===== src/rtl/core/qph_pkg.sv =====
`timescale 1ns / 1ps
// Shared types and constants for the quadratic-probe hash multimap.
// Used by the controller, the datapath, the top level and the checker.
package qph_pkg;

	// Field widths of the request and result words.
	localparam int KEY_W  = 31;
	localparam int VAL_W  = 32;
	localparam int KIND_W = 3;
	localparam int CNT_W  = 5;

	// Default table geometry.
	localparam int TABLE_SIZE_DEF = 1024;
	localparam int MAX_PROBES_DEF = 31;

	// The match count saturates here.
	localparam logic [CNT_W-1:0] COUNT_MAX = 5'd31;

	// Request kinds.
	localparam logic [KIND_W-1:0] KIND_INSERT      = 3'd0;
	localparam logic [KIND_W-1:0] KIND_SEARCH_PAIR = 3'd1;
	localparam logic [KIND_W-1:0] KIND_SEARCH_KEY  = 3'd2;
	localparam logic [KIND_W-1:0] KIND_DELETE_PAIR = 3'd3;
	localparam logic [KIND_W-1:0] KIND_DELETE_KEY  = 3'd4;

	// Result status codes.
	typedef enum logic [1:0] {
		ST_DONE,
		ST_NOT_FOUND,
		ST_DUPLICATE,
		ST_FULL
	} status_t;

	// Controller states.
	typedef enum logic [2:0] {
		S_CLEAR,
		S_IDLE,
		S_MOD,
		S_READ,
		S_EVAL,
		S_FINISH
	} state_t;

	// Commands from the controller to the datapath.
	typedef struct packed {
		logic    clr_wr;
		logic    load_item;
		logic    mod_step;
		logic    probe_init;
		logic    mem_rd;
		logic    advance;
		logic    count_inc;
		logic    wr_tomb;
		logic    wr_insert;
		logic    out_load;
		status_t out_status;
	} cmd_t;

	// Status from the datapath to the controller.
	typedef struct packed {
		logic              clr_last;
		logic              mod_done;
		logic              probes_left;
		logic              slot_used;
		logic              slot_tomb;
		logic              key_eq;
		logic              val_eq;
		logic              count_nz;
		logic              out_free;
		logic [KIND_W-1:0] kind;
	} sts_t;

endpackage


===== src/rtl/core/qph_ctrl.sv =====
`timescale 1ns / 1ps
// Controller state machine of the hash multimap: sequences the clearing pass,
// the key reduction, the probe passes and the result hand-off. Uses qph_pkg.
module qph_ctrl (
	input  logic          clk,
	input  logic          arst_n,
	input  logic          in_valid,
	output logic          in_stall,
	output qph_pkg::cmd_t cmd,
	input  qph_pkg::sts_t sts
);

	qph_pkg::state_t  state_q, state_d;
	logic             pass_q, pass_d;
	qph_pkg::status_t stat_q, stat_d;

	logic             kind_pair, kind_key, kind_ok, is_insert;
	logic             live, pair_hit, key_hit, free_hit;
	qph_pkg::status_t hit_status, end_status;

	// Decode of the request kind and of the slot that was just read.
	assign is_insert = (sts.kind == qph_pkg::KIND_INSERT);
	assign kind_pair = is_insert || (sts.kind == qph_pkg::KIND_SEARCH_PAIR) ||
		(sts.kind == qph_pkg::KIND_DELETE_PAIR);
	assign kind_key  = (sts.kind == qph_pkg::KIND_SEARCH_KEY) ||
		(sts.kind == qph_pkg::KIND_DELETE_KEY);
	assign kind_ok   = kind_pair || kind_key;
	assign live      = sts.slot_used && !sts.slot_tomb;
	assign pair_hit  = kind_pair && live && sts.key_eq && sts.val_eq;
	assign key_hit   = kind_key && live && sts.key_eq;
	assign free_hit  = !sts.slot_used || sts.slot_tomb;

	// Status when a pair is found, and when the search pass runs out.
	assign hit_status = is_insert ? qph_pkg::ST_DUPLICATE : qph_pkg::ST_DONE;
	assign end_status = (kind_key && sts.count_nz) ? qph_pkg::ST_DONE
		: qph_pkg::ST_NOT_FOUND;

	// State registers.
	always_ff @(posedge clk or negedge arst_n) begin
		if (!arst_n) begin
			state_q <= qph_pkg::S_CLEAR;
			pass_q  <= 1'b0;
			stat_q  <= qph_pkg::ST_NOT_FOUND;
		end else begin
			state_q <= state_d;
			pass_q  <= pass_d;
			stat_q  <= stat_d;
		end
	end

	// Next-state logic.
	always_comb begin
		state_d = state_q;
		pass_d  = pass_q;
		stat_d  = stat_q;
		case (state_q)
			qph_pkg::S_CLEAR: begin
				if (sts.clr_last) state_d = qph_pkg::S_IDLE;
			end
			qph_pkg::S_IDLE: begin
				if (in_valid) begin
					state_d = qph_pkg::S_MOD;
					pass_d  = 1'b0;
				end
			end
			qph_pkg::S_MOD: begin
				if (sts.mod_done) begin
					if (kind_ok) begin
						state_d = qph_pkg::S_READ;
					end else begin
						stat_d  = qph_pkg::ST_NOT_FOUND;
						state_d = qph_pkg::S_FINISH;
					end
				end
			end
			qph_pkg::S_READ: begin
				if (sts.probes_left) begin
					state_d = qph_pkg::S_EVAL;
				end else if (pass_q) begin
					stat_d  = qph_pkg::ST_FULL;
					state_d = qph_pkg::S_FINISH;
				end else if (is_insert) begin
					pass_d = 1'b1;
				end else begin
					stat_d  = end_status;
					state_d = qph_pkg::S_FINISH;
				end
			end
			qph_pkg::S_EVAL: begin
				state_d = qph_pkg::S_READ;
				if (pass_q) begin
					if (free_hit) begin
						stat_d  = qph_pkg::ST_DONE;
						state_d = qph_pkg::S_FINISH;
					end
				end else if (!sts.slot_used) begin
					if (is_insert) begin
						pass_d = 1'b1;
					end else begin
						stat_d  = end_status;
						state_d = qph_pkg::S_FINISH;
					end
				end else if (pair_hit) begin
					stat_d  = hit_status;
					state_d = qph_pkg::S_FINISH;
				end
			end
			qph_pkg::S_FINISH: begin
				if (sts.out_free) state_d = qph_pkg::S_IDLE;
			end
			default: begin
				state_d = qph_pkg::S_CLEAR;
			end
		endcase
	end

	// Command outputs.
	always_comb begin
		cmd            = '0;
		cmd.out_status = stat_q;
		in_stall       = 1'b1;
		case (state_q)
			qph_pkg::S_CLEAR: begin
				cmd.clr_wr = 1'b1;
			end
			qph_pkg::S_IDLE: begin
				in_stall      = 1'b0;
				cmd.load_item = in_valid;
			end
			qph_pkg::S_MOD: begin
				if (sts.mod_done) cmd.probe_init = kind_ok;
				else cmd.mod_step = 1'b1;
			end
			qph_pkg::S_READ: begin
				if (sts.probes_left) cmd.mem_rd = 1'b1;
				else if (!pass_q && is_insert) cmd.probe_init = 1'b1;
			end
			qph_pkg::S_EVAL: begin
				if (pass_q) begin
					if (free_hit) cmd.wr_insert = 1'b1;
					else cmd.advance = 1'b1;
				end else if (!sts.slot_used) begin
					cmd.probe_init = is_insert;
				end else if (pair_hit) begin
					cmd.wr_tomb = (sts.kind == qph_pkg::KIND_DELETE_PAIR);
				end else begin
					cmd.advance = 1'b1;
					if (key_hit) begin
						cmd.count_inc = 1'b1;
						cmd.wr_tomb   = (sts.kind == qph_pkg::KIND_DELETE_KEY);
					end
				end
			end
			qph_pkg::S_FINISH: begin
				cmd.out_load = sts.out_free;
			end
			default: begin
				cmd = '0;
			end
		endcase
	end

endmodule


===== config.mk =====
export PLATFORM = sky130hd
export DESIGN_NAME = qph_ctrl
export DESIGN_NICKNAME = d
export VERILOG_FILES = /design/src/rtl/core/qph_pkg.sv /design/src/rtl/core/qph_ctrl.sv
export SDC_FILE = /design/constraint.sdc
export NUM_CORES = 1
export LEC_CHECK = 0
export BUFFER_PORTS_ARGS = -buffer_cell sky130_fd_sc_hd__buf_2
export CORE_MARGIN = 8
export CORE_UTILIZATION = 40
export DETAILED_ROUTE_END_ITERATION = 12
export PLACE_DENSITY = 0.64
export SYNTH_ARGS = -nofsm -noshare
export SYNTH_HDL_FRONTEND = slang
export SYNTH_SLANG_ARGS = --single-unit

===== constraint.sdc =====
create_clock -name clk -period 2.3 [get_ports clk]
set_input_delay 0.46 -clock clk [delete_from_list [all_inputs] [get_ports clk]]
set_output_delay 0.46 -clock clk [all_outputs]
set_load 0.02 [all_outputs]

==> results by group, run 1 <==
Worst setup path
  – Worst R2R Setup Slack: 0.43 ns
  – Reg2reg end: stat_q[0]
  – CP startpoint kind: flop
  – Worst-path fanout max: 15
  – R2R depth: 4
  – Crit path DAT: 1.63 ns
  – Endpoint class of the critical path: output pin
  – Critical Path RT: 1.84 ns
  – Reg2Reg Launch Point: state_q[1]
  – Critical path class: reg2out

GRT
  – Tot GR Track Use: 0.125
  – Largest net degree at the start of global routing: 16
  – Routing usage on met2: 0.204
  – GRT busiest layer: met2
  – GRT met3 Usage: 0.0552
  – GRT Residual Overflow: 0
  – Initial antenna violation count: 0
  – First-pass GRT wire length: 3420 um
  – Number of global-route vias before repair: 750
  – Met1 Usage GRT: 0.154

Power
  – Sw Ratio: 0.487
  – Pwr Density: 1070 mW/mm2
  – Static Leak: 0.420 nW
  – Flop pwr share: 0.201
  – Comb power frac: 0.687
  – Internal power: 0.000501 W
  – Clock power frac: 0.112
  – Sw power: 0.000476 W
  – Peak VDD IR: 813 uV

Detailed routing
  – Via-per-instance ratio: 5.81
  – Drt pass-1 iters: 4
  – Iter 0 DRT Violations: 18
  – Residual DRC: 0
  – Final wirelength: 2120 um
  – Via count: 848
  – Avg WL per Cell: 14.5 um
  – ANT nets after route: 0

Clock tree
  – Hold_buf cts: 0
  – Setup bufs post-CTS: 0
  – Root buffer cell: clkbuf_4
  – TritonCTS clock tree: built
  – Post-cts sizing count: 0
  – Clk Latency, worst-skew pair: 0.25 ns
  – Clock slew at reported path FFs: 0.05 ns
  – CTS H-tree lvls: 1
  – # clock sinks: 6
  – Max Root-Sink Buffers: 2
  – Total CTS buffers: 3

Floorplan
  – Core ar.: 0.00169 mm2
  – # IOs: 28
  – Die width: 57.9 um
  – Die Y: 57.9 um
  – Row cnt: 15
  – DIE AREA: 0.00335 mm2
  – Initial Util: 0.415

Timing
  – Setup TNS: 0 ns
  – Post-layout min period: 2.09 ns
  – Max Slew Vio Count: 0
  – Slew headroom: 0.727
  – RSZ-0062 raised after global routing: no
  – Fmax: 0.479 GHz
  – Worst hold slack: 0.0280 ns
  – Final WS setup: 0.214 ns
  – Final Setup Violations: 0
  – Worst-Margin Slew: 0.404 ns
  – Final period utilization: 0.907
  – Clk_skew: 0.00332 ns
  – Fin. Hold Viols: 0

Synthesis
  – Avg Inst Size Synth: 7.22 um2
  – Post-Synth Adder-Cell Area: 0
  – Sequential cell area fraction in the yosys report: 0.216
  – Multiplexer share of the synthesized area: 0.0304
  – Synth top area share: 0.179
  – Largest family of logic cells by synthesized area: simple AND/OR/NAND/NOR gates
  – Syn nets: 112
  – Netlist cell types: 38
  – Synth Area in Compound Gates: 0.252
  – Post-synthesis cell count: 97
  – Xor/xnor share of the synthesized area: 0.0125
  – Cell Area, Synth: 701 um2
  – Post-Synth Simple-Gate Area: 0.432
  – Flops & latches, synth: 6
  – Top post-synthesis cells by area: dfrtp_1, nand2b_1, nor2_1
  – Yosys warns: 0
  – Post-synth top area cell: dfrtp_1

Final layout
  – Nets: 145
  – Fill cells: 178
  – P&R area growth vs syn: 30.0%
  – Finished Cell Area: 911 um2
  – Area occupied by multi-input gates: 509 um2
  – Antenna Cells: 0
  – FF/Latch Area: 151 um2
  – Share of post-route cells with drive strength above 1: 0.318

Place
  – Placer Congestion: 0.833
  – Area after DPL: 885 um2
  – Buffers on Ports: 27
  – Detailed placement HPWL: 1740 um
  – Setup WS pre-CTS: 0.373 ns

Job
  – Max-Cap Viols: 0

Outcome
  – Status: finished clean

Worst hold path
  – Hold Crit Class: in2async
-- state kept, by name, summed over array words and instances, names as in the netlist --
signal	flops
stat_q	2
state_q	3
pass_q	1
-- stage by stage --
step / power (W) / cells / util
finish: 0.000977 / 146 / 0.539
global placement: 0.000863 / 142 / 0.524
detailed placement: 0.000867 / 142 / 0.524
CTS: 0.000981 / 146 / 0.539
global route: 0.00106 / 146 / 0.539
floorplan: 0.000664 / 97 / -
-- how the worst max path moves through the flow --
stage | from | cells after the start | endpoint
detailed placement | sts[7] | 5 | stat_q[0]
floorplan | sts[10] | 4 | state_q[1]
global placement | sts[7] | 5 | stat_q[0]
CTS | state_q[1] | 6 | cmd[5]
global route | state_q[2] | 5 | cmd[8]
finish | state_q[1] | 6 | cmd[5]
-- power groups by stage --
stage / Combinational (W) / Sequential (W) / Clock, W
4_1_cts: 0.000672 / 0.000196 / 0.000113
5_1_grt: 0.000738 / 0.000204 / 0.000119
3_5_place_dp: 0.000670 / 0.000198 / 0
6_report: 0.000671 / 0.000197 / 0.000109
3_3_place_gp: 0.000667 / 0.000196 / 0
2_1_floorplan: 0.000461 / 0.000202 / 0
-- worst max-delay path, cell delays in order (launching register included) --
cell,delay (ns)
dfrtp_1,0.37
buf_4,0.18
nor3b_1,0.20
buf_4,0.17
nand2b_1,0.08
nor3_1,0.18
buf_2,0.19
-- cells by family (layout without fill, tap and decap cells) --
group	count (synthesis)	in the layout
multiplexers	2	2
AO/OA/AOI/OAI	25	25
buffers and inverters	10	42
XOR/XNOR	1	1
flip-flops	6	6
AND/OR/NAND/NOR	53	53
-- cell type report --
class,instances,area share
tap,17,0.0234
sequential,6,0.166
clock buffer,4,0.0288
inverter,4,0.0165
multi-input combinational,81,0.559
timing repair buffer,34,0.206
-- cell usage after synthesis --
cell type / n
nor2_1: 10
nand2_1: 6
nand2b_1: 6
nor2b_1: 6
a21oi_1: 5
dfrtp_1: 5
and3_1: 4
clkbuf_1: 4
inv_1: 4
nand3_1: 4
nand4_1: 4
nor3_1: 4
a21boi_0: 3
a31oi_1: 3
o21ai_0: 3
a32oi_1: 2
buf_2: 2
o32ai_1: 2
a211o_1: 1
a211oi_1: 1
a2bb2oi_1: 1
a31o_2: 1
and2b_1: 1
dfstp_2: 1
mux2_2: 1
mux2i_1: 1
nand3b_1: 1
nand4b_1: 1
nand4bb_1: 1
nor3b_1: 1
nor4_1: 1
nor4b_1: 1
o2111ai_1: 1
o31ai_1: 1
o32a_1: 1
or3b_1: 1
or4_4: 1
xnor2_1: 1
-- placed cells by master (no fill, tap or decap), types with 2 or more instances in the layout --
cell type | Yosys | layout
clkbuf_4 | 0 | 3
and3_1 | 4 | 4
a32oi_1 | 2 | 2
nand2_1 | 6 | 6
inv_1 | 4 | 4
o32ai_1 | 2 | 2
dfrtp_1 | 5 | 5
nand2b_1 | 6 | 6
nor2_1 | 10 | 10
buf_2 | 2 | 27
nor2b_1 | 6 | 6
a31oi_1 | 3 | 3
nor3_1 | 4 | 4
buf_4 | 0 | 7
nand3_1 | 4 | 4
o21ai_0 | 3 | 3
nand4_1 | 4 | 4
a21boi_0 | 3 | 3
a21oi_1 | 5 | 5
-- per-layer routing --
| metal | up-vias | wire length, um | part of all wire |
|---|---|---|---|
| li1 | 430 | - | - |
| met2 | 29 | 987 | 0.47 |
| met4 | 0 | 0 | 0 |
| met3 | 0 | 167 | 0.079 |
| met5 | - | 0 | 0 |
| met1 | 389 | 960 | 0.45 |
(Power assumes the default switching activity.)
==> inputs of run 2 (changes only) <==
GPL_TIMING_DRIVEN = 0   (was unset)
==> run 2 against run 1 <==
  * Clock power shrank 7%
  * First-iteration DRC count is the same
  * Hold slack gained 0.0045 ns
  * Clock-buffer cell count is the same
  * Total power shrank 3.7%
  * Via count shrank 2.6%
  * Sequential share of layout area grew 0.52 points
  * Critical endpoint is now stat_q[1]
==> results by group, run 2 (same netlist as run 1, synthesis figures left out) <==
Outcome
  – Status: finished clean

Timing
  – Max Slew Vio Count: 0
  – RSZ-0062 raised after global routing: no
  – Slew headroom: 0.667
  – Fmax: 0.470 GHz
  – Final period utilization: 0.926
  – Post-layout min period: 2.13 ns
  – Final Setup Violations: 0
  – Worst-Margin Slew: 0.493 ns
  – Clk_skew: 0.00596 ns
  – Final WS setup: 0.171 ns
  – Worst hold slack: 0.0324 ns
  – Setup TNS: 0 ns
  – Fin. Hold Viols: 0

Floorplan
  – Die Y: 57.9 um
  – Die width: 57.9 um
  – Initial Util: 0.415
  – Row cnt: 15
  – Core ar.: 0.00169 mm2
  – DIE AREA: 0.00335 mm2
  – # IOs: 28

Detailed routing
  – Via count: 826
  – Met2 Wirelength: 986 um
  – WL met1: 878 um
  – Residual DRC: 0
  – Iter 0 DRT Violations: 18
  – Final wirelength: 2030 um
  – Avg WL per Cell: 14.2 um
  – Drt pass-1 iters: 4
  – Top sig layer: met3
  – ANT nets after route: 0
  – Metal3 WL: 160 um
  – Via-per-instance ratio: 5.78

Clock tree
  – Max Root-Sink Buffers: 2
  – Total CTS buffers: 3
  – CTS H-tree lvls: 1
  – TritonCTS clock tree: built
  – Clk Latency, worst-skew pair: 0.24 ns
  – # clock sinks: 6
  – Hold_buf cts: 0
  – Root buffer cell: clkbuf_4
  – Clock slew at reported path FFs: 0.05 ns

Final layout
  – P&R area growth vs syn: 26.1%
  – Largest register FFs: 3
  – Most flops, register: state_q
  – Top flop regs: state_q x3, stat_q x2, pass_q x1
  – Most common cell after layout, fill and taps aside: buf_2
  – Nets: 142
  – Share of post-route cells with drive strength above 1: 0.286
  – Antenna Cells: 0
  – Commonest cells after routing, fill and taps aside: buf_2, nor2_1, nand2_1, nand2b_1, nor2b_1

Worst setup path
  – Endpoint class of the critical path: flop
  – CP startpoint kind: flop
  – Crit path DAT: 2.28 ns
  – Slowest stage cell on the critical path: or4_4
  – Critical-path cell list: or3b_1 -> buf_2 -> or4_4 -> a31oi_1 -> mux2i_1
  – Worst Path Buf+Inv: 1
  – Critical Path RT: 2.45 ns
  – Critical path class: reg2reg
  – CP top delay family: simple AND/OR/NAND/NOR gates
  – Worst R2R Setup Slack: 0.17 ns
  – CP peak stage delay: 0.49 ns
  – Worst-path fanout max: 7

Place
  – Setup WS pre-CTS: 0.0900 ns
  – Detailed placement HPWL: 1650 um
  – Buffers on Ports: 25
  – Placer Congestion: 0.881

Worst hold path
  – Hold Crit Class: in2async

GRT
  – Number of global-route vias before repair: 826
  – Tot GR Track Use: 0.122
  – First-pass GRT wire length: 3390 um
  – GRT Residual Overflow: 0
  – Largest net degree at the start of global routing: 11
  – Initial antenna violation count: 0

Power
  – Peak VDD IR: 597 uV
  – Static Leak: 0.392 nW
  – Pwr Density: 1070 mW/mm2

Job
  – Max-Cap Viols: 0
## run 2: cell types whose count changed in the layout (fill, tap and decap cells not counted), sizes merged
cell / previous run / this run
buf: 34 / 27
clkbuf: 4 / 8
## run 2: cell type report
class | count | area (um2)
clock buffers | 4 | 26.3
repair buffers | 25 | 125
flip-flops and latches | 6 | 151
inverters | 4 | 15.0
well taps | 17 | 21.3
fillers | 184 | 806
plain buffers | 6 | 25.0
multi-input cells | 81 | 519
## run 2: path summary, 6_finish.rpt
check | depth (start not counted) | startpoint | end
hold / removal | 1 | arst_n | state_q[1]
max in group asynchronous | 1 | arst_n | stat_q[0]
setup / recovery | 5 | state_q[1] | stat_q[1]
setup reg to reg | 5 | state_q[1] | stat_q[1]
hold reg to reg | 1 | stat_q[0] | stat_q[0]
min in group clk | 1 | stat_q[0] | stat_q[0]
## run 2: metal layers
metal	vias up	global-route usage
met5	-	0
met4	0	0.0490
met3	0	0.0442
met2	19	0.199
met1	380	0.140
li1	427	-
## run 2: repair_timing
action | in CTS | in global routing
endpoints found under the setup margin | 0 | 3
buffers inserted | 0 | 0
resized for setup | 0 | 2
## run 2: metrics by stage
stage / instance area [um2] / cells / total power (W) / util
floorplan: 701 / 97 / 0.000664 / -
global placement: 847 / 139 / 0.000828 / 0.501
detailed placement: 847 / 139 / 0.000832 / 0.501
CTS: 873 / 143 / 0.000941 / 0.517
global route: 883 / 143 / 0.00104 / 0.523
finish: 883 / 143 / 0.000941 / 0.523
## run 2: where the power goes
group | switching [W] | leakage (nW) | internal (W)
clock network | 0.0000351 | 0.0150 | 0.0000655
logic | 0.000371 | 0.302 | 0.000244
registers | 0.0000631 | 0.0750 | 0.000162
